## src/rtl/stbs_pkg.sv

```systemverilog
// Shared types and codes for the sorted table binary search block.
package stbs_pkg;

  localparam int MODE_W   = 2;
  localparam int VALUE_W  = 32;
  localparam int STATUS_W = 2;
  localparam int INDEX_W  = 10;

  // Operation codes carried by an input item.
  localparam logic [MODE_W-1:0] MODE_CLEAR  = 2'd0;
  localparam logic [MODE_W-1:0] MODE_APPEND = 2'd1;
  localparam logic [MODE_W-1:0] MODE_SEARCH = 2'd2;

  // Result status codes.
  localparam logic [STATUS_W-1:0] STATUS_OK        = 2'd0;
  localparam logic [STATUS_W-1:0] STATUS_NOT_FOUND = 2'd1;
  localparam logic [STATUS_W-1:0] STATUS_FULL      = 2'd2;

  typedef enum logic [1:0] {
    ST_IDLE,
    ST_PROBE,
    ST_CHECK
  } state_t;

  // Control from the sequencer to the search bounds unit.
  typedef struct packed {
    logic start;    // load the bounds for a new search
    logic advance;  // narrow the bounds after a probe that missed
    logic go_up;    // probe was below the key: move the lower bound
  } srch_ctrl_t;

endpackage

```

## src/rtl/stbs_bounds.sv

```systemverilog
// Search bounds unit: lower and exclusive upper bound, midpoint and narrowing step.
module stbs_bounds #(
  parameter int CW = 11
) (
  input  logic                 clk,
  input  logic                 rst_n,
  input  stbs_pkg::srch_ctrl_t ctrl,
  input  logic [CW-1:0]        count,
  output logic [CW-1:0]        mid,
  output logic                 exhausted
);
  import stbs_pkg::*;

  logic [CW-1:0] lo_r, lo_nxt;
  logic [CW-1:0] hi_r, hi_nxt;   // one past the last candidate
  logic [CW-1:0] span;

  // The range is [lo, hi); the midpoint rounds down like lo + (hi_incl - lo) / 2.
  assign exhausted = !(lo_r < hi_r);
  assign span      = hi_r - lo_r - CW'(1);
  assign mid       = lo_r + (span >> 1);

  always_comb begin
    lo_nxt = lo_r;
    hi_nxt = hi_r;
    if (ctrl.start) begin
      lo_nxt = '0;
      hi_nxt = count;
    end else if (ctrl.advance) begin
      if (ctrl.go_up) begin
        lo_nxt = mid + CW'(1);
      end else begin
        hi_nxt = mid;
      end
    end
  end

  always_ff @(posedge clk) begin
    if (!rst_n) begin
      lo_r <= '0;
      hi_r <= '0;
    end else begin
      lo_r <= lo_nxt;
      hi_r <= hi_nxt;
    end
  end

endmodule

```

## config.mk

```make
export PLATFORM = sky130hd
export DESIGN_NAME = stbs_bounds
export DESIGN_NICKNAME = d
export VERILOG_FILES = /design/src/rtl/stbs_pkg.sv /design/src/rtl/stbs_bounds.sv
export SDC_FILE = /design/constraint.sdc
export NUM_CORES = 1
export LEC_CHECK = 0
export BUFFER_PORTS_ARGS = -buffer_cell sky130_fd_sc_hd__buf_2
export CAP_MARGIN = 15
export CORE_ASPECT_RATIO = 0.7
export CORE_MARGIN = 4
export CORE_UTILIZATION = 63
export CTS_CLUSTER_SIZE = 30
export DETAILED_ROUTE_END_ITERATION = 8
export GPL_TIMING_DRIVEN = 0
export PLACE_DENSITY_LB_ADDON = 0.3
export SLEW_MARGIN = 20
export SYNTH_ARGS = -nofsm -noshare
export SYNTH_HDL_FRONTEND = slang
export SYNTH_SLANG_ARGS = --single-unit
```

## constraint.sdc

```tcl
create_clock -name clk -period 6.4 [get_ports clk]
set_clock_uncertainty 0.2 [all_clocks]
set_input_delay 0 -clock clk [delete_from_list [all_inputs] [get_ports clk]]
set_output_delay 0 -clock clk [all_outputs]
set_load 0.05 [all_outputs]
```

Word-level counts from Yosys, hierarchy flattened
Cells that the tools add are included.
Widths: inputs -> output; s select.
- input port bits: 16
- register bits: 22
- logic and storage cells: 17
- output and inout port bits: 12
- muxes and demuxes: 3
- $add $sub $neg: 4
- $lt $le $gt $ge: 1
- equal/unequal tests: 1
- bitwise operators: 1
- reduce and logical (&&, ||, !) cells: 5
- operator list (cell ; number):
    $mux 11 ; 3
    $add 11x1->11 const B ; 1
    $add 11x10->11 ; 1
    $lt 11x11->1 ; 1
    $sub 11x1->11 const B ; 1
    $sub 11x11->11 ; 1
    $reduce_and 2->1 ; 2
    $ne 2x1->1 const B ; 1
    $reduce_bool 2->1 ; 1
    $reduce_or 2->1 ; 1
    $logic_not 1->1 ; 1
    $not 1->1 ; 1

Logic depth before layout (Yosys ltp)
Gate-level depths: netlist (run 1).
- depth in word-level cells: 6
- mapped depth: 17
- depth with buffers taken out: 17

Worst setup path before layout (run 1)
Ideal clock, no wire load.
- path kind: register -> register
- from: reg lo_r[1]
- to: reg lo_r[9]
- stages on the path, launching flop included: 17
- path slack: 1.808 ns
- library setup time: 0.079 ns
- data required time: 6.121 ns
- data arrival time: 4.312 ns
- path through: dfxtp_1 inv_1 ha_1 and3b_1 o211ai_1 a21boi_0 o21a_1 o21ai_0 nor2b_1 xnor2_1 ha_1 o211a_1 a21oi_1 xnor2_1 or4b_1 xor2_1 a211oi_2
- cells in the longest elaborated chain, start to end: 4
- RTL lines (what ; RTL line ; RTL):
    start, declared ; stbs_bounds.sv:14 ; logic [CW-1:0] lo_r, lo_nxt;
    start signal, assigned ; stbs_bounds.sv:43 ; lo_r <= lo_nxt;
    $sub 11x11->11 ; stbs_bounds.sv:20 ; assign span = hi_r - lo_r - CW'(1);
    $sub 11x1->11 ; stbs_bounds.sv:20 ;
    $add 11x10->11 * ; stbs_bounds.sv:21 ; assign mid = lo_r + (span >> 1);
    via mid[8] ; stbs_bounds.sv:9 ; output logic [CW-1:0] mid,
    $add 11x1->11 * ; stbs_bounds.sv:31 ; lo_nxt = mid + CW'(1);
The timed path passes the listed nets; every way through them passes the cells marked *.
A chain may end at the register's enable or synchronous reset.

Worst setup path after layout (run 1)
- from: reg lo_r[0]
- to: reg hi_r[10]
- cells in the longest elaborated chain, start to end: 6
- RTL lines (what ; RTL line ; RTL):
    $sub 11x11->11 ; stbs_bounds.sv:20 ;
    $sub 11x1->11 ; stbs_bounds.sv:20 ;
    $add 11x10->11 * ; stbs_bounds.sv:21 ;
    $mux 11 * ; stbs_bounds.sv:30 ; if (ctrl.go_up) begin
    $mux 11 * ; stbs_bounds.sv:29 ; end else if (ctrl.advance) begin
    $mux 11 * ; stbs_bounds.sv:26 ; if (ctrl.start) begin
    end signal, assigned ; stbs_bounds.sv:44 ; hi_r <= hi_nxt;
    end, declared ; stbs_bounds.sv:15 ; logic [CW-1:0] hi_r, hi_nxt;
Mark *: on every way between the ends. The rest lies on a longest branch, timed or not. The select of a mux whose other input is x is not followed.

==> results.yml, run 1 <==
setup_path:
  crit_path_max_incr_delay_ns: 0.58
  crit_top_cell: "a21oi_1"
  startpoint_type: "flip-flop"
  crit_slowest_cell: "dlygate4sd3_1"
  cp_top_family: "compound AO/OA/AOI/OAI gates"
  crit_buf_inv: 1
  path_cells: "nand2b_1, fa_1, nor2b_1, o21ai_0, a21boi_0, o21ai_0, a21oi_1, xor2_1, ha_1, a21o_1, a2111oi_0, o21bai_1, a21oi_1, xnor2_1, a21oi_1, nor2_1, dlygate4sd3_1"
  required_ns: 6.34
  worst-r2r-setup-slack_ns: 1.57
  criticalPathCategory: "reg2reg"
  worst-path-max-fanout: 5
  cp-end-kind: "flip-flop"
  worstPathArrival_ns: 4.77
clock_network:
  tritoncts: "done"
  numCtsBuffers: 3
  cts_sinks: 22
  clock_path_buffers: 2
  root_buffer: "clkbuf_8"
  clkTransAtPathRegs_ns: 0.08
  htreeDepth: 1
  cts_setup_buffers: 0
  clock_latency_ns: 0.26
sta:
  rsz0062_at_grt: "false"
  slew_headroom_pct: 57.4
  slew_viol_final: 0
  setup_violations: 0
  finalHoldViolCount: 0
  timing.final.crit_share_pct: 75.5
  fin_crit_ns: 4.83
  finalSetupTns_ns: 0
  worst_slack_ns: 1.57
  fmax_mhz: 207
  worstMarginPinSlew_ns: 0.634
global_routing:
  overflow: 0
  antenna_found_initial: 0
  grt_pass1_vias: 2525
  grt_max_degree: 12
  groute.usage.overall_pct: 33.1
  grt_pass1_wl_um: 11800
yosys:
  synthTopCellsByCount: "ha_1, nor2_1, inv_1, nand2_1, dfxtp_1"
  synth_top_cell_by_area: "dfxtp_1"
  synth_enable_flop_cells: 0
  synth_area_sq_um: 2230
  synth_area_leaders: "dfxtp_1, ha_1, a21oi_1, nor2_1, o21ai_0"
  yosys.area.top_type_share_pct: 19.7
  syn_inst: 288
  synth_cell_type_count: 44
  synth_seq_cells: 22
  async_flop_share_pct: 0
  syn_nets: 336
  ys_seq_area_share_pct: 19.7
  avgSynthCellArea_sq_um: 7.75
  ys.flop_type: "dfxtp_1"
  synth_warnings: 0
  yosys.cell_count.top_type: "ha_1"
die:
  rows: 17
  io_pins: 28
  die_w_um: 79.1
  die_h_um: 57.8
  fp.dieArea_sq_um: 4570
  core_sq_um: 3280
  start_util_pct: 68.1
power_and_ir_drop:
  clockPowerShare_pct: 10.7
  seq_power_share_pct: 19.7
  p_total_mw: 0.800
  p_sw_mw: 0.431
  p_per_area_nw_per_um2: 305
  ir_drop_mv: 0.224
  p_leak_nw: 1.16
  combPwrFrac_pct: 69.7
  p_int_mw: 0.369
  swShare_pct: 53.9
finish:
  syn2layout_area_growth_pct: 17.7
  final_net_count: 384
  fillers: 222
  layout-drive-gt1-share_pct: 12.3
  diodes: 0
place:
  gp_congestion: 0.848
  port_buffers: 27
  detailed_place_hpwl_um: 4580
  preCtsSetupSlack_ns: 2.01
flow_run:
  maxCapViolCount: 0
drt:
  final_antenna_net_count: 0
  wirelength_um: 7130
  dr.pass1.iters: 5
  drc_errors: 0
  wl_per_cell_um: 18.7
  viasPerCell: 6.36
  initialDrtViolationCount: 311
  vias: 2423
status:
  status: "complete, no violations"
worst_hold_path:
  hold_class: "in2reg"
[logic make-up after synthesis]
family                   share of synthesized area (%)
XOR/XNOR                                          7.07
AO/OA/AOI/OAI                                     27.7
adder cells (fa/ha/maj)                           18.6
flip-flops                                        19.7
buffers and inverters                             5.72
AND/OR/NAND/NOR                                   21.2
[placed cells by master (no fill, tap or decap), types with 16 or more instances in the layout]
master and count:
dlygate4sd3_1 16, ha_1 30, a21oi_1 21, inv_1 24
dfxtp_1 22, nor2_1 27, buf_2 27, nand2_1 24
o21ai_0 18
[power groups by stage]
stage | Sequential [mW] | Combinational, mW | Clock, mW
final | 0.157 | 0.557 | 0.0853
after global routing | 0.158 | 0.600 | 0.0886
after CTS | 0.156 | 0.529 | 0.0830
after detailed placement | 0.159 | 0.518 | 0
after global placement | 0.159 | 0.505 | 0
after floorplan | 0.155 | 0.413 | 0
[tightest hold or removal path, delay by kind of cell]
kind,cells,cell delay [ns]
AND/OR/NAND/NOR,3,0.38
AO/OA/AOI/OAI,1,0.13
buffers and inverters,1,0.12
[final cells by class]
class | instances | area, sq um | area share [%]
Multi-Input combinational cell | 232 | 1660 | 63.3
Timing Repair Buffer | 43 | 295 | 11.2
Inverter | 24 | 90.1 | 3.43
Tap cell | 47 | 58.8 | 2.24
Clock buffer | 3 | 41.3 | 1.57
Sequential cell | 22 | 440 | 16.8
Buffer | 10 | 37.5 | 1.43
[state kept, by name, indices dropped and copies added, names as in the netlist]
register	cells
lo_r	11
hi_r	11
[metal layers]
metal	GRT usage (%)	part of all wire, %	up-vias
met1	41.5	40	1089
met2	54.6	44	187
met4	14.7	3.8	0
met5	0	0	-
met3	7.76	12	41
li1	-	-	1106
[timing repair]
action | in CTS | in global routing
hold buffers | 16 | 0
hold endpoints to repair | 14 | 0
gates resized for setup | 0 | 0
[metrics by stage]
step	area, sq um	hold slack, ns	std cells	util [%]
floorplan	2230	-0.0622	288	-
global placement	2420	0.0205	362	74.0
detailed placement	2420	0.0265	362	74.0
CTS	2630	0.104	381	80.2
global route	2630	0.232	381	80.2
finish	2630	0.212	381	80.2
[worst paths after layout]
kind,start,to,cells past startpoint
max,lo_r[0],hi_r[10],17
min,ctrl[0],hi_r[0],5
max reg2reg,lo_r[0],hi_r[10],17
min reg2reg,lo_r[5],lo_r[5],2
(Power assumes the default switching activity.)
==> inputs of run 2 (changes only) <==
--- a/config.mk
+++ b/config.mk
@@ -5,11 +5,12 @@
 export SDC_FILE = /design/constraint.sdc
 export NUM_CORES = 1
 export LEC_CHECK = 0
+export ABC_AREA = 1
 export BUFFER_PORTS_ARGS = -buffer_cell sky130_fd_sc_hd__buf_2
 export CAP_MARGIN = 15
 export CORE_ASPECT_RATIO = 0.7
 export CORE_MARGIN = 4
-export CORE_UTILIZATION = 63
+export CORE_UTILIZATION = 54
 export CTS_CLUSTER_SIZE = 30
 export DETAILED_ROUTE_END_ITERATION = 8
 export GPL_TIMING_DRIVEN = 0
==> constraint.sdc (replaced) <==
create_clock -name clk -period 4.27 [get_ports clk]
set_clock_uncertainty 0.2 [all_clocks]
set_input_delay 0 -clock clk [delete_from_list [all_inputs] [get_ports clk]]
set_output_delay 0 -clock clk [all_outputs]
set_load 0.05 [all_outputs]
==> results.yml, run 2 <==
finish:
  layout_common_cells: "nand2_1, inv_1, ha_1, a21oi_1, buf_2"
  diodes: 0
  top_regs: "hi_r: 11 flops, lo_r: 11 flops"
  final_common_cell: "nand2_1"
  layout-drive-gt1-share_pct: 13.8
  final_net_count: 469
  syn2layout_area_growth_pct: 17.9
  fillers: 335
  fin_area_sq_um: 2800
setup_path:
  path_cells: "inv_1, ha_1, nand2_1, o21ai_0, nand3_1, o211ai_1, nand3_1, nand2_1, xor2_1, ha_1, nand2_1, nor2_1, nand3_1, nand4_1, nand2_1, inv_1, buf_2"
  worstSetupEndpoint: "mid[9]"
  required_ns: 4.07
  r2r-end: "hi_r[8]"
  cp-end-kind: "output port"
  r2r-start: "lo_r[3]"
  startpoint_type: "flip-flop"
  criticalPathCategory: "reg2out"
  worstPathArrival_ns: 3.50
  worst-r2r-setup-slack_ns: 0.60
  worst-path-max-fanout: 5
  crit_slowest_cell: "dfxtp_1"
  crit_top_cell: "nand2_1"
  crit_path_max_incr_delay_ns: 0.42
  crit_start: "lo_r[2]"
  r2r_cells: 17
place:
  detailed_place_hpwl_um: 4600
  placed_cell_area_sq_um: 2570
  gp_congestion: 0.848
  port_buffers: 27
clock_network:
  tritoncts: "done"
  cts_sinks: 22
  clock_latency_ns: 0.26
  htreeDepth: 1
  clock_path_buffers: 2
  numCtsBuffers: 3
  root_buffer: "clkbuf_8"
  cts_setup_buffers: 0
  cts_resized: 0
  clkTransAtPathRegs_ns: 0.08
sta:
  fin_crit_ns: 3.70
  fmax_mhz: 271
  slew_viol_final: 0
  finalSetupTns_ns: 0
  rsz0062_at_grt: "false"
  slew_headroom_pct: 70.3
  setup_violations: 0
  timing.final.crit_share_pct: 86.6
  finalHoldViolCount: 0
  worstMarginPinSlew_ns: 0.446
die:
  die_w_um: 87.2
  io_pins: 28
  die_h_um: 63.5
  rows: 19
  fp.dieArea_sq_um: 5540
  core_sq_um: 4070
  start_util_pct: 58.4
yosys:
  synth-simple-area-share_pct: 32.2
  synth_top_cell_by_area: "dfxtp_1"
  yosys.cell_count.top_type: "nand2_1"
  ys_seq_area_share_pct: 18.6
  synth_seq_cells: 22
  synth_cell_type_count: 31
  avgSynthCellArea_sq_um: 6.38
  synth_warnings: 0
  ys.flop_type: "dfxtp_1"
  synth_area_sq_um: 2370
  synth_xor_area_share_pct: 4.80
  synth_area_leaders: "dfxtp_1, ha_1, nand2_1, inv_1, a21oi_1"
  syn_nets: 420
  synth.area.mux_share_pct: 0
  synth_top_family_by_area: "simple AND/OR/NAND/NOR gates"
  async_flop_share_pct: 0
  synth_compound_area_share_pct: 14.5
  synth_fa_ha_area_share_pct: 17.5
  synth_enable_flop_cells: 0
  syn_inst: 372
  yosys.area.top_type_share_pct: 18.6
  synthTopCellsByCount: "nand2_1, inv_1, ha_1, a21oi_1, dfxtp_1"
global_routing:
  grt_max_degree: 13
  overflow: 0
  groute.usage.overall_pct: 22.9
  grt_pass1_vias: 2266
  grt_pass1_wl_um: 10400
  antenna_found_initial: 0
drt:
  dr.pass1.iters: 6
  viasPerCell: 5.16
  wirelength_um: 5940
  drc_errors: 0
  vias: 2435
  initialDrtViolationCount: 172
  wl_per_cell_um: 12.6
  final_antenna_net_count: 0
power_and_ir_drop:
  p_per_area_nw_per_um2: 445
  ir_drop_mv: 0.355
  p_leak_nw: 1.47
worst_hold_path:
  hold_class: "reg2reg"
status:
  status: "complete, no violations"
flow_run:
  maxCapViolCount: 0
## run 2: layout make-up
cell class	instances	area [sq um]	area share [%]
buffer	5	18.8	0.671
clock buffer	4	55.1	1.97
inverter	74	278	9.92
multi-input combinational	271	1640	58.5
sequential	22	440	15.7
tap	52	65.1	2.32
timing repair buffer	44	305	10.9
## run 2: power breakdown
group | internal, mW | switching [mW]
Clock | 0.0821 | 0.0666
Combinational | 0.254 | 0.610
Sequential | 0.219 | 0.0144
## run 2: cell families (layout without fill, tap and decap cells)
group / after synthesis / after routing
flip-flops: 22 / 22
XOR/XNOR: 13 / 13
AND/OR/NAND/NOR: 164 / 164
adder cells (fa/ha/maj): 32 / 32
AO/OA/AOI/OAI: 62 / 62
buffers and inverters: 79 / 127
## run 2: what timing repair did
action / in CTS / in global routing
setup endpoints to repair: 0 / 0
endpoints found under the hold margin: 18 / 0
hold buffers: 17 / 0
## run 2: stage by stage
stage | worst slack, ns | hold WS (ns) | std cells | utilization, % | total power [mW]
6_report | 0.573 | 0.290 | 472 | 68.9 | 1.25
4_1_cts | 0.616 | 0.293 | 472 | 68.9 | 1.24
3_5_place_dp | 0.818 | 0.0814 | 451 | 63.3 | 1.07
5_1_grt | 0.171 | 0.329 | 472 | 68.9 | 1.35
3_3_place_gp | 0.864 | 0.0692 | 451 | 63.3 | 1.06
2_1_floorplan | 0.872 | -0.0506 | 372 | - | 0.900
## run 2: critical path, delay by kind of cell (launching register included)
family,cells,cell delay (ns)
XOR/XNOR,1,0.07
AND/OR/NAND/NOR,9,1.06
buffers and inverters,3,0.45
adder cells (fa/ha/maj),2,0.73
flip-flops,1,0.42
AO/OA/AOI/OAI,2,0.51
## run 2: worst min-delay path by stage
| stage | start | to | cells after the start |
|---|---|---|---|
| floorplan | rst_n | hi_r[8] | 2 |
| finish | hi_r[10] | hi_r[10] | 2 |
| global placement | rst_n | hi_r[8] | 3 |
| detailed placement | count[9] | hi_r[9] | 3 |
| CTS | hi_r[10] | hi_r[10] | 2 |
| global route | hi_r[10] | hi_r[10] | 2 |
## run 2: per-layer routing
metal	routed length (um)	part of all wire, %	track usage (%)	up-vias
li1	-	-	-	1275
met1	3030	51	35.7	1071
met5	0	0	0	-
met2	2490	42	34.5	83
met3	387	6.5	1.69	6
met4	38	0.64	3.83	0
